<file path="src/rtl/nep_pkg.sv">
// shared types, constants and a helper function for the nal emulation prevention strip unit
package nep_pkg;

   // widths of the counters and result fields
   localparam int unsigned COUNT_W = 27;
   localparam int unsigned SODB_W  = 30;

   // byte cap of one unit (level 6.2)
   localparam logic [COUNT_W-1:0] MAX_NAL_BYTES = 27'd100000000;

   // emulation prevention byte value
   localparam logic [7:0] EPB_BYTE = 8'h03;

   // what the front decided for one input beat
   typedef enum logic [2:0] {
      KIND_HDR_HI,
      KIND_HDR_LO,
      KIND_EPB,
      KIND_KEEP,
      KIND_SKIP
   } nep_kind_type;

   // result error codes
   typedef enum logic [1:0] {
      ERR_OK         = 2'd0,
      ERR_SHORT      = 2'd1,
      ERR_NO_PAYLOAD = 2'd2
   } nep_err_type;

   // input beat
   typedef struct packed {
      logic [7:0] in_byte;
      logic       last_byte;
   } nep_req_type;

   // result beat
   typedef struct packed {
      logic               out_valid;
      logic [7:0]         out_byte;
      logic [COUNT_W-1:0] out_index;
      logic               unit_done;
      logic [15:0]        nal_header;
      logic [SODB_W-1:0]  sodb_bits;
      logic [1:0]         error_code;
   } nep_rsp_type;

   // classified beat passed from front to back
   typedef struct packed {
      nep_kind_type kind;
      logic [7:0]   data;
      logic         last;
      logic         short_unit;
   } nep_cmd_type;

   // queue status
   typedef struct packed {
      logic       full;
      logic [1:0] level;
   } nep_q_status_type;

   // number of trailing zero bits of a byte, 8 for zero
   function automatic logic [3:0] low_zero_bits(input logic [7:0] v);
      logic [3:0] n;
      n = 4'd8;
      for (int i = 7; i >= 0; i--) begin
         if (v[i]) begin
            n = 4'(i);
         end
      end
      return n;
   endfunction

endpackage

</file>
<file path="src/rtl/nep_front.sv">
// front part: accepts raw bytes, tracks position and zero run, classifies each beat
module nep_front (
   input  logic                      clock,
   input  logic                      reset,
   input  logic                      req_valid,
   output logic                      req_ready,
   input  nep_pkg::nep_req_type      req_payload,
   input  nep_pkg::nep_q_status_type q_status,
   output logic                      push,
   output nep_pkg::nep_cmd_type      push_cmd
);
   import nep_pkg::*;

   logic [COUNT_W-1:0] raw_count_ff, raw_count_in;
   logic [1:0]         zero_run_ff, zero_run_in;
   logic               accept;

   assign req_ready = !q_status.full;
   assign accept    = req_valid && req_ready;
   assign push      = accept;

   // classify the beat and work out the next position and zero run
   always_comb begin
      push_cmd.data       = req_payload.in_byte;
      push_cmd.last       = req_payload.last_byte;
      push_cmd.short_unit = (raw_count_ff == '0);
      push_cmd.kind       = KIND_SKIP;
      raw_count_in        = raw_count_ff;
      zero_run_in         = zero_run_ff;
      if (raw_count_ff < MAX_NAL_BYTES) begin
         raw_count_in = raw_count_ff + 1'b1;
         if (raw_count_ff == '0) begin
            push_cmd.kind = KIND_HDR_HI;
         end else if (raw_count_ff == COUNT_W'(1)) begin
            push_cmd.kind = KIND_HDR_LO;
         end else if (zero_run_ff >= 2'd2 && req_payload.in_byte == EPB_BYTE) begin
            push_cmd.kind = KIND_EPB;
            zero_run_in   = 2'd0;
         end else begin
            push_cmd.kind = KIND_KEEP;
            if (req_payload.in_byte != 8'd0) begin
               zero_run_in = 2'd0;
            end else if (zero_run_ff < 2'd2) begin
               zero_run_in = zero_run_ff + 2'd1;
            end
         end
      end
      // a final beat starts the next unit afresh
      if (req_payload.last_byte) begin
         raw_count_in = '0;
         zero_run_in  = 2'd0;
      end
   end

   // position and zero run registers
   always_ff @(posedge clock) begin
      if (reset) begin
         raw_count_ff <= '0;
         zero_run_ff  <= 2'd0;
      end else if (accept) begin
         raw_count_ff <= raw_count_in;
         zero_run_ff  <= zero_run_in;
      end
   end

endmodule

</file>
<file path="src/rtl/nep_queue.sv">
// two-entry queue of classified beats between front and back
module nep_queue (
   input  logic                      clock,
   input  logic                      reset,
   input  logic                      push,
   input  nep_pkg::nep_cmd_type      push_cmd,
   input  logic                      pop,
   output logic                      head_valid,
   output nep_pkg::nep_cmd_type      head_cmd,
   output nep_pkg::nep_q_status_type q_status
);
   import nep_pkg::*;

   nep_cmd_type entry_ff [2];
   logic        wr_ptr_ff, wr_ptr_in;
   logic        rd_ptr_ff, rd_ptr_in;
   logic [1:0]  level_ff, level_in;
   logic        do_push, do_pop;

   assign do_push = push && (level_ff != 2'd2);
   assign do_pop  = pop && (level_ff != 2'd0);

   assign head_valid     = (level_ff != 2'd0);
   assign head_cmd       = entry_ff[rd_ptr_ff];
   assign q_status.full  = (level_ff == 2'd2);
   assign q_status.level = level_ff;

   // pointer and level update
   always_comb begin
      wr_ptr_in = do_push ? !wr_ptr_ff : wr_ptr_ff;
      rd_ptr_in = do_pop ? !rd_ptr_ff : rd_ptr_ff;
      level_in  = level_ff;
      if (do_push && !do_pop) begin
         level_in = level_ff + 2'd1;
      end else if (do_pop && !do_push) begin
         level_in = level_ff - 2'd1;
      end
   end

   // control registers
   always_ff @(posedge clock) begin
      if (reset) begin
         wr_ptr_ff <= 1'b0;
         rd_ptr_ff <= 1'b0;
         level_ff  <= 2'd0;
      end else begin
         wr_ptr_ff <= wr_ptr_in;
         rd_ptr_ff <= rd_ptr_in;
         level_ff  <= level_in;
      end
   end

   // entry storage
   always_ff @(posedge clock) begin
      if (do_push) begin
         entry_ff[wr_ptr_ff] <= push_cmd;
      end
   end

endmodule

</file>
<file path="src/rtl/nep_back.sv">
// back part: carries out classified beats, tracks header and stop bit, drives result register
module nep_back (
   input  logic                 clock,
   input  logic                 reset,
   input  logic                 head_valid,
   input  nep_pkg::nep_cmd_type head_cmd,
   output logic                 pop,
   output logic                 rsp_valid,
   input  logic                 rsp_ready,
   output nep_pkg::nep_rsp_type rsp_payload
);
   import nep_pkg::*;

   logic [COUNT_W-1:0] kept_count_ff, kept_count_in;
   logic [15:0]        header_ff, header_in;
   logic [COUNT_W-1:0] lnz_pos_ff, lnz_pos_in;
   logic [7:0]         lnz_value_ff, lnz_value_in;
   logic               seen_ff, seen_in;
   logic               rsp_valid_ff, rsp_valid_in;
   nep_rsp_type        rsp_ff, rsp_in;

   assign pop          = head_valid && (!rsp_valid_ff || rsp_ready);
   assign rsp_valid    = rsp_valid_ff;
   assign rsp_payload  = rsp_ff;
   assign rsp_valid_in = pop ? 1'b1 : (rsp_valid_ff && !rsp_ready);

   // carry out one beat and form its result
   always_comb begin
      kept_count_in = kept_count_ff;
      header_in     = header_ff;
      lnz_pos_in    = lnz_pos_ff;
      lnz_value_in  = lnz_value_ff;
      seen_in       = seen_ff;
      rsp_in        = '0;
      case (head_cmd.kind)
         KIND_HDR_HI: begin
            header_in = {head_cmd.data, 8'h00};
         end
         KIND_HDR_LO: begin
            header_in = {header_ff[15:8], head_cmd.data};
         end
         KIND_KEEP: begin
            rsp_in.out_valid = 1'b1;
            rsp_in.out_byte  = head_cmd.data;
            rsp_in.out_index = kept_count_ff;
            kept_count_in    = kept_count_ff + 1'b1;
            if (head_cmd.data != 8'd0) begin
               lnz_pos_in   = kept_count_ff;
               lnz_value_in = head_cmd.data;
               seen_in      = 1'b1;
            end
         end
         default: begin
         end
      endcase
      // end of unit summary, then clear for the next unit
      if (head_cmd.last) begin
         rsp_in.unit_done  = 1'b1;
         rsp_in.nal_header = header_in;
         if (head_cmd.short_unit) begin
            rsp_in.error_code = ERR_SHORT;
         end else if (!seen_in) begin
            rsp_in.error_code = ERR_NO_PAYLOAD;
         end else begin
            rsp_in.error_code = ERR_OK;
            rsp_in.sodb_bits  = SODB_W'({lnz_pos_in, 3'b000}) + SODB_W'(7)
                              - SODB_W'(low_zero_bits(lnz_value_in));
         end
         kept_count_in = '0;
         header_in     = 16'h0000;
         lnz_pos_in    = '0;
         lnz_value_in  = 8'd0;
         seen_in       = 1'b0;
      end
   end

   // unit state
   always_ff @(posedge clock) begin
      if (reset) begin
         kept_count_ff <= '0;
         header_ff     <= 16'h0000;
         lnz_pos_ff    <= '0;
         lnz_value_ff  <= 8'd0;
         seen_ff       <= 1'b0;
      end else if (pop) begin
         kept_count_ff <= kept_count_in;
         header_ff     <= header_in;
         lnz_pos_ff    <= lnz_pos_in;
         lnz_value_ff  <= lnz_value_in;
         seen_ff       <= seen_in;
      end
   end

   // result valid
   always_ff @(posedge clock) begin
      if (reset) begin
         rsp_valid_ff <= 1'b0;
      end else begin
         rsp_valid_ff <= rsp_valid_in;
      end
   end

   // result payload
   always_ff @(posedge clock) begin
      if (pop) begin
         rsp_ff <= rsp_in;
      end
   end

endmodule

</file>
<file path="src/rtl/nal_emulation_prevention_strip_unit.sv">
// top level: nal unit emulation prevention byte stripper
// path: an accepted beat is written into a queue entry and popped into the result register once
//   that is free, and its result sits on rsp from then on, longer while rsp_ready holds it back
// throughput: one input beat per cycle while the queue is not full, one result beat per input
//   beat, set by the combinational classify step in the front and the result register in the back
// reset: synchronous, clears the queue, the unit counters and the result valid
module nal_emulation_prevention_strip_unit (
   input  logic                 clock,
   input  logic                 reset,
   input  logic                 req_valid,
   output logic                 req_ready,
   input  nep_pkg::nep_req_type req_payload,
   output logic                 rsp_valid,
   input  logic                 rsp_ready,
   output nep_pkg::nep_rsp_type rsp_payload
);
   import nep_pkg::*;

   logic             push, pop, head_valid;
   nep_cmd_type      push_cmd, head_cmd;
   nep_q_status_type q_status;

   // classify incoming beats
   nep_front u_front (
      .clock       (clock),
      .reset       (reset),
      .req_valid   (req_valid),
      .req_ready   (req_ready),
      .req_payload (req_payload),
      .q_status    (q_status),
      .push        (push),
      .push_cmd    (push_cmd)
   );

   // decoupling queue
   nep_queue u_queue (
      .clock      (clock),
      .reset      (reset),
      .push       (push),
      .push_cmd   (push_cmd),
      .pop        (pop),
      .head_valid (head_valid),
      .head_cmd   (head_cmd),
      .q_status   (q_status)
   );

   // carry out beats and drive results
   nep_back u_back (
      .clock       (clock),
      .reset       (reset),
      .head_valid  (head_valid),
      .head_cmd    (head_cmd),
      .pop         (pop),
      .rsp_valid   (rsp_valid),
      .rsp_ready   (rsp_ready),
      .rsp_payload (rsp_payload)
   );

   // queue level never goes past its two entries
   assert property (@(posedge clock) disable iff (reset) q_status.level != 2'd3)
      else $error("queue level out of range");

   // a beat into a full queue never happens
   assert property (@(posedge clock) disable iff (reset) push |-> !q_status.full)
      else $error("push into full queue");

   // a result that does not end a unit carries no error code
   assert property (@(posedge clock) disable iff (reset)
      rsp_valid && !rsp_payload.unit_done |-> rsp_payload.error_code == ERR_OK)
      else $error("error code outside unit end");

   // reset leaves no result pending
   assert property (@(posedge clock) reset |=> !rsp_valid)
      else $error("result valid after reset");

endmodule
</file>
<file path="config.mk">
export PLATFORM = sky130hd
export DESIGN_NAME = nal_emulation_prevention_strip_unit
export DESIGN_NICKNAME = d
export VERILOG_FILES = /design/src/rtl/nep_pkg.sv /design/src/rtl/nep_front.sv /design/src/rtl/nep_queue.sv /design/src/rtl/nep_back.sv /design/src/rtl/nal_emulation_prevention_strip_unit.sv
export SDC_FILE = /design/constraint.sdc
export NUM_CORES = 1
export LEC_CHECK = 0
export ABC_CLOCK_PERIOD_IN_PS = 4900
export BUFFER_PORTS_ARGS = -buffer_cell sky130_fd_sc_hd__buf_2
export CORE_MARGIN = 2
export CORE_UTILIZATION = 55
export CTS_CLUSTER_DIAMETER = 30
export CTS_CLUSTER_SIZE = 20
export DETAILED_ROUTE_END_ITERATION = 10
export GPL_TIMING_DRIVEN = 0
export PLACE_DENSITY_LB_ADDON = 0.05
export SETUP_SLACK_MARGIN = 0.2
export SYNTH_ARGS = -nofsm -noshare
export SYNTH_HDL_FRONTEND = slang
export SYNTH_HIERARCHICAL = 1
export SYNTH_SLANG_ARGS = --single-unit
</file>
<file path="constraint.sdc">
create_clock -name clock -period 4.9 [get_ports clock]
set_clock_uncertainty 0.15 [all_clocks]
set_input_delay 0.98 -clock clock [delete_from_list [all_inputs] [get_ports clock]]
set_output_delay 0.98 -clock clock [all_outputs]
set_load 0.05 [all_outputs]
</file>
==> reports/metrics.cfg, run 1 <==
[synthesis]
syn_area_per_cell_um2=10.0
synthArstFlopShare_pct=0
synth_nets=1173
synth-edff-count=111
synth_area_um2=11300
synth_flop_cell=dfxtp_1
synthCells=1127
synth_seq_cells=225
synth.distinct_cells=80
ys_seq_area_share_pct=49.6
yosys_warnings=6

[final_layout]
layout_commonest_cell=nor2_1
drive_above_1_share_pct=21.8
diodes=0
area_delta_synth_final_pct=25.1
layout_common_cells=nor2_1, dfxtp_1, buf_2, edfxtp_1, nand2_1
fin_nets=1330

[floorplan]
dieWidth_um=147
start_util_pct=55.9
die_h_um=147
core_um2=20200
rows=52
dieArea_um2=21700
ios=100

[drt]
detail-route-antenna-nets=0
wire_per_inst_um=17.3
drt_iter0_markers=614
drc=0
vias=9095
viasPerCell=5.71
drt-total-wl_um=27600
first_pass_iters=5

[worst_setup_path]
crit_required_ns=5.04
r2r-end=u_back/rsp_payload[24]$_SDFFCE_PP0P_
arrival_ns=4.70
worst-path-max-fanout=10
r2r_slack_ns=0.34
setup.worst_path.end_class=flop
start_kind=flop
reg2reg_depth=17
crit_type=flop to flop

[power]
pwr-share-clk_pct=37.8
internal_power_mw=5.72
power_density_nw_per_um2=647
seqPwrFrac_pct=28.0
total_power_mw=9.16
combPwrFrac_pct=34.2
switchingPower_mw=3.44
ir_drop_mv=0.417
p_leak_nw=5.82
switching_share_pct=37.6

[timing]
setup_violations=0
slew_viol_final=0
fmax_mhz=219
finalHoldViolCount=0
worst_slew_pin_slew_ns=0.778
period_share_pct=93.0
rsz0062_at_grt=yes
fin_crit_ns=4.56
tns_ns=0
maxSlewHeadroom_pct=48.1

[clock_tree]
cts_tree=done
clk_pin_slew_ns=0.05
clk_latency_ns=0.54
cts_sinks=225
htree_levels=2
cts_buffers=48
cts_hold_buf=0
cts_buffer_depth=3
root_buffer=clkbuf_16

[global_route]
grt_pass1_vias=8914
grt_start_max_net_pins=61
grt.total_usage_pct=25.2
grt_pass1_wl_um=44600
grt_overflow=0
antenna_found_initial=0

[hold_path]
hold_class=flop to flop
hold_depth=2
hold_start=u_front/zero_run_ff[0]$_SDFFE_PP0P_
min_delay_worst_endpoint=u_front/zero_run_ff[0]$_SDFFE_PP0P_

[place]
io_buffers=99
dp_hpwl_um=18900
gp_congestion=0.887

[run_status]
status=complete, no violations

[run]
maxCapViolCount=0

[how the worst max path moves through the flow]
stage / cells past startpoint / startpoint / to
CTS: 19 / flop / u_back/rsp_payload[24]$_SDFFCE_PP0P_
floorplan: 19 / flop / u_back/rsp_payload[24]$_SDFFCE_PP0P_
global route: 19 / flop / u_back/rsp_payload[24]$_SDFFCE_PP0P_
global placement: 17 / flop / u_back/rsp_payload[24]$_SDFFCE_PP0P_
finish: 17 / flop / u_back/rsp_payload[24]$_SDFFCE_PP0P_
detailed placement: 17 / flop / u_back/rsp_payload[24]$_SDFFCE_PP0P_
[per-layer routing]
layer	share of wire [%]	GRT usage, %
met1	43	32.2
met2	49	42.4
met3	5.0	4.97
met4	2.8	10.0
met5	0	0
[logic make-up (layout without fill, tap and decap cells)]
logic type / count (synthesis) / after routing / synth area share (%)
xor+xnor: 51 / 51 / 3.95
fa+ha+maj: 33 / 33 / 3.71
simple gates: 412 / 412 / 18.8
mux: 46 / 46 / 4.21
flops: 225 / 225 / 49.6
buf+inv: 114 / 310 / 4.65
compound gates: 246 / 246 / 15.1
[power by group through the flow]
| stage | logic, mW | clock network, mW | registers, mW |
|---|---|---|---|
| 3_3_place_gp | 2.88 | 0 | 2.61 |
| 2_1_floorplan | 1.30 | 0 | 3.52 |
| 6_report | 3.13 | 3.47 | 2.56 |
| 3_5_place_dp | 2.94 | 0 | 2.59 |
| 5_1_grt | 3.32 | 3.61 | 2.59 |
| 4_1_cts | 3.04 | 3.52 | 2.56 |
[flip-flops by register name, indices dropped and copies added, names as in the netlist, 2 cells and up, named ones only]
signal and cells:
u_back/rsp_payload 85, u_back/kept_count_ff 27, u_back/lnz_pos_ff 27, u_front/raw_count_ff 27, u_queue/entry_ff 26, u_back/header_ff 16, u_back/lnz_value_ff 8, u_front/zero_run_ff 2
u_queue/level_ff 2
[critical path, cell delays in order, from the launching register on]
cell and delay, ns:
dfxtp_4 0.39, buf_12 0.13, mux2_4 0.36, nor4_4 0.31, a31o_2 0.23, buf_6 0.17, buf_8 0.17, mux2i_4 0.26
ha_1 0.18, inv_1 0.05, ha_2 0.18, fa_2 0.38, a211oi_4 0.31, o21ai_2 0.10, a221o_1 0.37, a31oi_4 0.28
mux2i_1 0.22, nand2_1 0.06
[area by class of cell]
| type | instances | area, µm² |
|---|---|---|
| buffer | 60 | 347 |
| clock buffer | 53 | 1260 |
| clock inverter | 36 | 493 |
| fill | 1531 | 6080 |
| inverter | 54 | 205 |
| multi-input combinational | 788 | 5300 |
| sequential | 225 | 5620 |
| tap | 270 | 338 |
| timing repair buffer | 107 | 593 |
[per-stage QoR]
step / setup WS, ns / area [µm²] / utilization (%) / std cells / hold WS, ns
finish: 0.342 / 14200 / 69.9 / 1593 / 0.317
global route: 0.171 / 14200 / 69.9 / 1593 / 0.342
CTS: 0.177 / 14000 / 69.4 / 1590 / 0.312
detailed placement: -0.350 / 12200 / 60.2 / 1497 / 0.305
global placement: -0.302 / 12200 / 60.0 / 1496 / 0.297
floorplan: 0.349 / 11300 / - / 1127 / 0.285
[timing repair]
item | CTS | global route
pin swaps | 6 | 13
cloned | 0 | 1
setup endpoints to repair | 14 | 13
buffers inserted | 4 | 2
endpoints found under the hold margin | 0 | 0
resized for setup | 15 | 22
[cells in the mapped netlist, drive strengths merged, types with 31 or more instances]
cell type  number  area share, %
inv            54            1.8
nor2          147            4.9
ha             32            3.5
a21oi          48            2.1
and2           41            2.3
mux2i          33            2.9
a22oi          50            3.3
dfxtp         114             20
nand2          69            2.3
o21ai          46            2.1
xor2           31            2.4
edfxtp        111             29
Power figures use the tool's default switching activity.
==> run 2, diff against run 1 <==
--- a/config.mk
+++ b/config.mk
@@ -7,8 +7,10 @@
 export LEC_CHECK = 0
 export ABC_CLOCK_PERIOD_IN_PS = 4900
 export BUFFER_PORTS_ARGS = -buffer_cell sky130_fd_sc_hd__buf_2
+export CELL_PAD_IN_SITES_DETAIL_PLACEMENT = 1
+export CELL_PAD_IN_SITES_GLOBAL_PLACEMENT = 1
 export CORE_MARGIN = 2
-export CORE_UTILIZATION = 55
+export CORE_UTILIZATION = 40
 export CTS_CLUSTER_DIAMETER = 30
 export CTS_CLUSTER_SIZE = 20
 export DETAILED_ROUTE_END_ITERATION = 10
==> reports/metrics.cfg, run 2 (synthesis gave the netlist of run 1 again) <==
[drt]
detail-route-antenna-nets=0  ; unchanged
wire_per_inst_um=18.5  ; was 17.3 µm
drt_iter0_markers=449  ; was 614
vias=9183  ; was 9095
first_pass_iters=5  ; unchanged
viasPerCell=5.34  ; was 5.71
drc=0  ; unchanged
drt-total-wl_um=31800  ; was 27600 µm

[final_layout]
drive_above_1_share_pct=22.7  ; was 21.8%
n_fill_cell=3090  ; was 1531
layout_commonest_cell=nor2_1  ; unchanged
diodes=0  ; unchanged
fin_nets=1344  ; was 1330
largest_reg_flops=85  ; unchanged
area_delta_synth_final_pct=28.7  ; was 25.1%
design_area_um2=14600  ; was 14200 µm²
layout_common_cells=nor2_1, dfxtp_1, buf_2, edfxtp_1, nand2_1  ; unchanged

[floorplan]
ios=100  ; unchanged
core_um2=27900  ; was 20200 µm²
dieArea_um2=29700  ; was 21700 µm²
start_util_pct=40.6  ; was 55.9%
dieWidth_um=172  ; was 147 µm
die_h_um=172  ; was 147 µm
rows=61  ; was 52

[global_route]
antenna_found_initial=0  ; unchanged
grt_overflow=0  ; unchanged
grt_pass1_wl_um=50600  ; was 44600 µm
grt_start_max_net_pins=50  ; was 61
grt_pass1_vias=9345  ; was 8914
grt.total_usage_pct=21.6  ; was 25.2%

[run]
maxCapViolCount=0  ; unchanged

[timing]
fmax_mhz=220  ; was 219 MHz
period_share_pct=92.7  ; was 93.0%
worst_slew_pin_slew_ns=0.803  ; was 0.778 ns
setup_violations=0  ; unchanged
tns_ns=0  ; unchanged
fin_crit_ns=4.54  ; was 4.56 ns
maxSlewHeadroom_pct=46.5  ; was 48.1%
slew_viol_final=0  ; unchanged
finalHoldViolCount=0  ; unchanged
rsz0062_at_grt=yes  ; unchanged

[worst_setup_path]
crit_required_ns=5.10  ; was 5.04 ns
start_kind=flop  ; unchanged
worst-path-max-fanout=10  ; unchanged
crit_type=flop to flop  ; unchanged
arrival_ns=4.74  ; was 4.70 ns
setup.worst_path.end_class=flop  ; unchanged

[clock_tree]
cts_sinks=225  ; unchanged
root_buffer=clkbuf_16  ; unchanged
cts_buffers=53  ; was 48
cts_buffer_depth=3  ; unchanged
clk_latency_ns=0.56  ; was 0.54 ns
clk_pin_slew_ns=0.04  ; was 0.05 ns
cts_tree=done  ; unchanged
cts_hold_buf=0  ; unchanged
htree_levels=2  ; unchanged

[run_status]
status=complete, no violations  ; unchanged

[place]
dpl-instance-area_um2=12300  ; was 12200 µm²
dp_hpwl_um=22200  ; was 18900 µm
gp_congestion=0.817  ; was 0.887
io_buffers=99  ; unchanged

[power]
total_power_mw=9.56  ; was 9.16 mW
p_leak_nw=5.96  ; was 5.82 nW
power_density_nw_per_um2=656  ; was 647 nW/µm²
ir_drop_mv=0.346  ; was 0.417 mV

[hold_path]
hold_class=flop to flop  ; unchanged

## run 2: changes by cell type in the layout (fill, tap and decap cells not counted), moves of 4 or more
cell	previous run	this run
buf_4	18	27
clkbuf_16	50	55
clkbuf_8	2	7
mux2_2	10	5
mux2_4	3	8
clkinv_1	1	5
clkinvlp_4	4	8
## run 2: final timing paths
path	start	end	slack (ns)	cells past startpoint
max	flop	u_back/rsp_payload[31]$_SDFFCE_PP0P_	0.36	15
min	u_front/zero_run_ff[0]$_SDFFE_PP0P_	u_front/zero_run_ff[0]$_SDFFE_PP0P_	0.32	2
max reg2reg	flop	u_back/rsp_payload[31]$_SDFFCE_PP0P_	0.36	15
min reg2reg	u_front/zero_run_ff[0]$_SDFFE_PP0P_	u_front/zero_run_ff[0]$_SDFFE_PP0P_	0.32	2
## run 2: critical path, cell delays in order (launching register included)
cell	delay, ns
dfxtp_4	0.39
bufbuf_16	0.27
mux2_4	0.36
nor4_4	0.21
a31o_4	0.22
buf_8	0.15
buf_8	0.17
mux2i_1	0.31
inv_1	0.17
ha_1	0.34
a211oi_1	0.34
nor2_2	0.13
o221ai_2	0.32
a311oi_1	0.18
or3_1	0.37
a21oi_1	0.24
## run 2: cell type report
class	instances	area [µm²]	share of cell area, %
clock buffers	66	1490	10.2
plain buffers	60	349	2.40
clock inverters	33	448	3.07
repair buffers	116	668	4.59
flip-flops and latches	225	5620	38.6
multi-input cells	788	5320	36.5
inverters	54	205	1.41
well taps	378	473	3.25
## run 2: report_power, final
group,leakage (nW),total [mW],switching [mW],internal [mW]
combinational,3.03,3.25,2.33,0.921
sequential,2.00,2.57,0.110,2.46
clock,0.922,3.73,1.12,2.62
## run 2: timing repair
item	4_1_cts	5_1_grt
gates resized for setup	19	29
pin swaps	7	7
endpoints found under the setup margin	19	14
cloned	1	0
setup buffers	8	7
## run 2: routing by layer
layer / routed length (µm) / track usage [%] / up-vias
met1: 14100 / 27.4 / 4503
li1: - / - / 4451
met5: 0 / 0 / -
met3: 1160 / 3.41 / 44
met4: 557 / 5.59 / 0
met2: 16000 / 38.5 / 185
## run 2: metrics by stage
stage | setup WS, ns | cells | hold slack, ns | util [%]
after global routing | 0.147 | 1720 | 0.328 | 52.3
after CTS | 0.236 | 1713 | 0.319 | 51.8
after global placement | -0.466 | 1604 | 0.298 | 44.1
after floorplan | 0.349 | 1127 | 0.285 | -
after detailed placement | -0.486 | 1605 | 0.312 | 44.2
final | 0.357 | 1720 | 0.321 | 52.3
==> run 3, diff against run 2 <==
--- a/config.mk
+++ b/config.mk
@@ -5,7 +5,7 @@
 export SDC_FILE = /design/constraint.sdc
 export NUM_CORES = 1
 export LEC_CHECK = 0
-export ABC_CLOCK_PERIOD_IN_PS = 4900
+export ABC_CLOCK_PERIOD_IN_PS = 4440
 export BUFFER_PORTS_ARGS = -buffer_cell sky130_fd_sc_hd__buf_2
 export CELL_PAD_IN_SITES_DETAIL_PLACEMENT = 1
 export CELL_PAD_IN_SITES_GLOBAL_PLACEMENT = 1
==> constraint.sdc (replaced) <==
create_clock -name clock -period 4.44 [get_ports clock]
set_clock_uncertainty 0.15 [all_clocks]
set_input_delay 0.888 -clock clock [delete_from_list [all_inputs] [get_ports clock]]
set_output_delay 0.888 -clock clock [all_outputs]
set_load 0.05 [all_outputs]
==> reports/metrics.cfg, run 3 (synthesis gave the netlist of run 1 again) <==
[timing]
finalHoldViolCount=0  ; unchanged
maxSlewHeadroom_pct=43.5  ; was 46.5%
hold_slack_ns=0.315  ; was 0.321 ns
worst_slew_pin_slew_ns=0.847  ; was 0.803 ns
slew_viol_final=0  ; unchanged
period_share_pct=101  ; was 92.7%
setup_slack_ns=-0.0497  ; was 0.357 ns
fmax_mhz=223  ; was 220 MHz
rsz0062_at_grt=yes  ; unchanged
fin_crit_ns=4.49  ; was 4.54 ns
setup_violations=3  ; was 0

[run]
maxCapViolCount=0  ; unchanged

[clock_tree]
cts_tree=done  ; unchanged
cts_buffer_depth=3  ; unchanged
clk_latency_ns=0.57  ; was 0.56 ns
cts_buffers=53  ; unchanged
cts_sinks=225  ; unchanged
clk_pin_slew_ns=0.04  ; about the same
root_buffer=clkbuf_16  ; unchanged
cts_hold_buf=0  ; unchanged
htree_levels=2  ; unchanged

[place]
dp_hpwl_um=22400  ; was 22200 µm
dp_cells=1605  ; unchanged
gp_congestion=0.793  ; was 0.817
io_buffers=99  ; unchanged
dpl-instance-area_um2=12400  ; was 12300 µm²
preCtsSetupSlack_ns=-0.608  ; was -0.486 ns

[drt]
wire_per_inst_um=19.2  ; was 18.5 µm
detail-route-antenna-nets=0  ; unchanged
vias=9419  ; was 9183
drt_iter0_markers=387  ; was 449
viasPerCell=5.33  ; was 5.34
first_pass_iters=5  ; unchanged
drc=0  ; unchanged
drt-total-wl_um=33900  ; was 31800 µm

[floorplan]
ios=100  ; unchanged
dieArea_um2=29700  ; unchanged
dieWidth_um=172  ; unchanged
core_um2=27900  ; unchanged
rows=61  ; unchanged
die_h_um=172  ; unchanged
start_util_pct=40.6  ; unchanged

[global_route]
grt_pass1_wl_um=51800  ; was 50600 µm
grt_start_max_net_pins=51  ; was 50
grt_overflow=0  ; unchanged
grt_pass1_vias=9662  ; was 9345
antenna_found_initial=0  ; unchanged
grt.total_usage_pct=22.3  ; was 21.6%

[final_layout]
layout_common_cells=nor2_1, dfxtp_1, edfxtp_1  ; was nor2_1, dfxtp_1, buf_2, edfxtp_1, nand2_1
diodes=0  ; unchanged
fin_nets=1389  ; was 1344
n_fill_cell=2992  ; was 3090
area_delta_synth_final_pct=36.6  ; was 28.7%
regArea_um2=5620  ; unchanged
final_util_pct=55.5  ; was 52.3%
largest_reg_flops=85  ; unchanged
layout_commonest_cell=nor2_1  ; unchanged
multi_input_area_um2=5720  ; was 5320 µm²
design_area_um2=15500  ; was 14600 µm²
drive_above_1_share_pct=29.5  ; was 22.7%
finalNonFillerCells=1766  ; was 1720

[worst_setup_path]
arrival_ns=4.64  ; was 4.74 ns
crit_required_ns=4.59  ; was 5.10 ns
r2r-end=u_back/rsp_payload[24]$_SDFFCE_PP0P_  ; was u_back/rsp_payload[31]$_SDFFCE_PP0P_
r2r_slack_ns=-0.05  ; was 0.36 ns
setup.worst_path.end_class=flop  ; unchanged
crit_type=flop to flop  ; unchanged
worst-path-max-fanout=5  ; was 10
start_kind=flop  ; unchanged
reg2reg_depth=19  ; was 15

[hold_path]
hold_start=u_front/zero_run_ff[0]$_SDFFE_PP0P_  ; unchanged
min_delay_worst_endpoint=u_front/zero_run_ff[0]$_SDFFE_PP0P_  ; unchanged
hold_depth=2  ; unchanged
hold_class=flop to flop  ; unchanged

[run_status]
violations=negative setup slack
status=finished with violations  ; was complete, no violations

[power]
p_leak_nw=6.21  ; was 5.96 nW
ir_drop_mv=0.436  ; was 0.346 mV
power_density_nw_per_um2=711  ; was 656 nW/µm²

## run 3: per-stage QoR
| stage | TNS (ns) | total power, mW |
|---|---|---|
| after floorplan | 0 | 5.35 |
| after detailed placement | -5.97 | 6.25 |
| after global routing | -1.63 | 11.5 |
| after CTS | -0.0343 | 10.8 |
| final | -0.0817 | 11.0 |
| after global placement | -5.81 | 6.19 |
## run 3: worst max-delay path, cell delays in order, from the launching register on
cell and delay (ns):
dfxtp_4 0.39, buf_12 0.14, mux2_4 0.31, nand3b_4 0.18
a31o_4 0.23, buf_12 0.14, a21o_1 0.19, a211oi_2 0.28
nand2_1 0.08, nor2_1 0.11, ha_2 0.19, inv_2 0.06
ha_4 0.16, fa_2 0.37, a211oi_4 0.24, o21ai_1 0.12
a221o_1 0.37, a31oi_4 0.23, mux2i_1 0.21, nand2_1 0.07
## run 3: layout make-up
type | instances | area share, %
Multi-Input combinational cell | 788 | 37.0
Sequential cell | 225 | 36.4
Inverter | 54 | 1.33
Timing Repair Buffer | 161 | 7.22
Tap cell | 378 | 3.06
Clock buffer | 61 | 9.38
Buffer | 60 | 2.53
Clock inverter | 39 | 3.14
## run 3: power by group
part           switching (mW)  internal (mW)  leakage, nW  total [mW]
sequential              0.118           2.72         2.00        2.83
clock                    1.30           2.82        0.919        4.12
combinational            2.72           1.32         3.29        4.04
total                    4.13           6.86         6.21        11.0
## run 3: routing by layer
metal  GRT usage, %  vias to the layer above  share of wire [%]  wire, µm
met2           39.4                      188                 50     17000
met4           6.91                        0                2.7       912
met1           28.0                     4627                 44     14800
met5              0                        -                  0         0
li1               -                     4535                  -         -
met3           3.64                       69                3.7      1240
## run 3: worst max-delay path by stage
stage | to | cells after the start | startpoint
floorplan | u_back/rsp_payload[24]$_SDFFCE_PP0P_ | 19 | flop
global placement | u_back/rsp_payload[25]$_SDFFCE_PP0P_ | 15 | flop
detailed placement | u_back/rsp_payload[25]$_SDFFCE_PP0P_ | 15 | flop
CTS | u_back/rsp_payload[24]$_SDFFCE_PP0P_ | 19 | flop
global route | u_back/rsp_payload[24]$_SDFFCE_PP0P_ | 19 | flop
finish | u_back/rsp_payload[24]$_SDFFCE_PP0P_ | 19 | flop
## run 3: timing repair
item | CTS | global route
buffers inserted | 23 | 36
pin swaps | 27 | 30
cloned | 2 | 0
hold endpoints to repair | 0 | 0
resized for setup | 59 | 79
endpoints found under the setup margin | 20 | 17
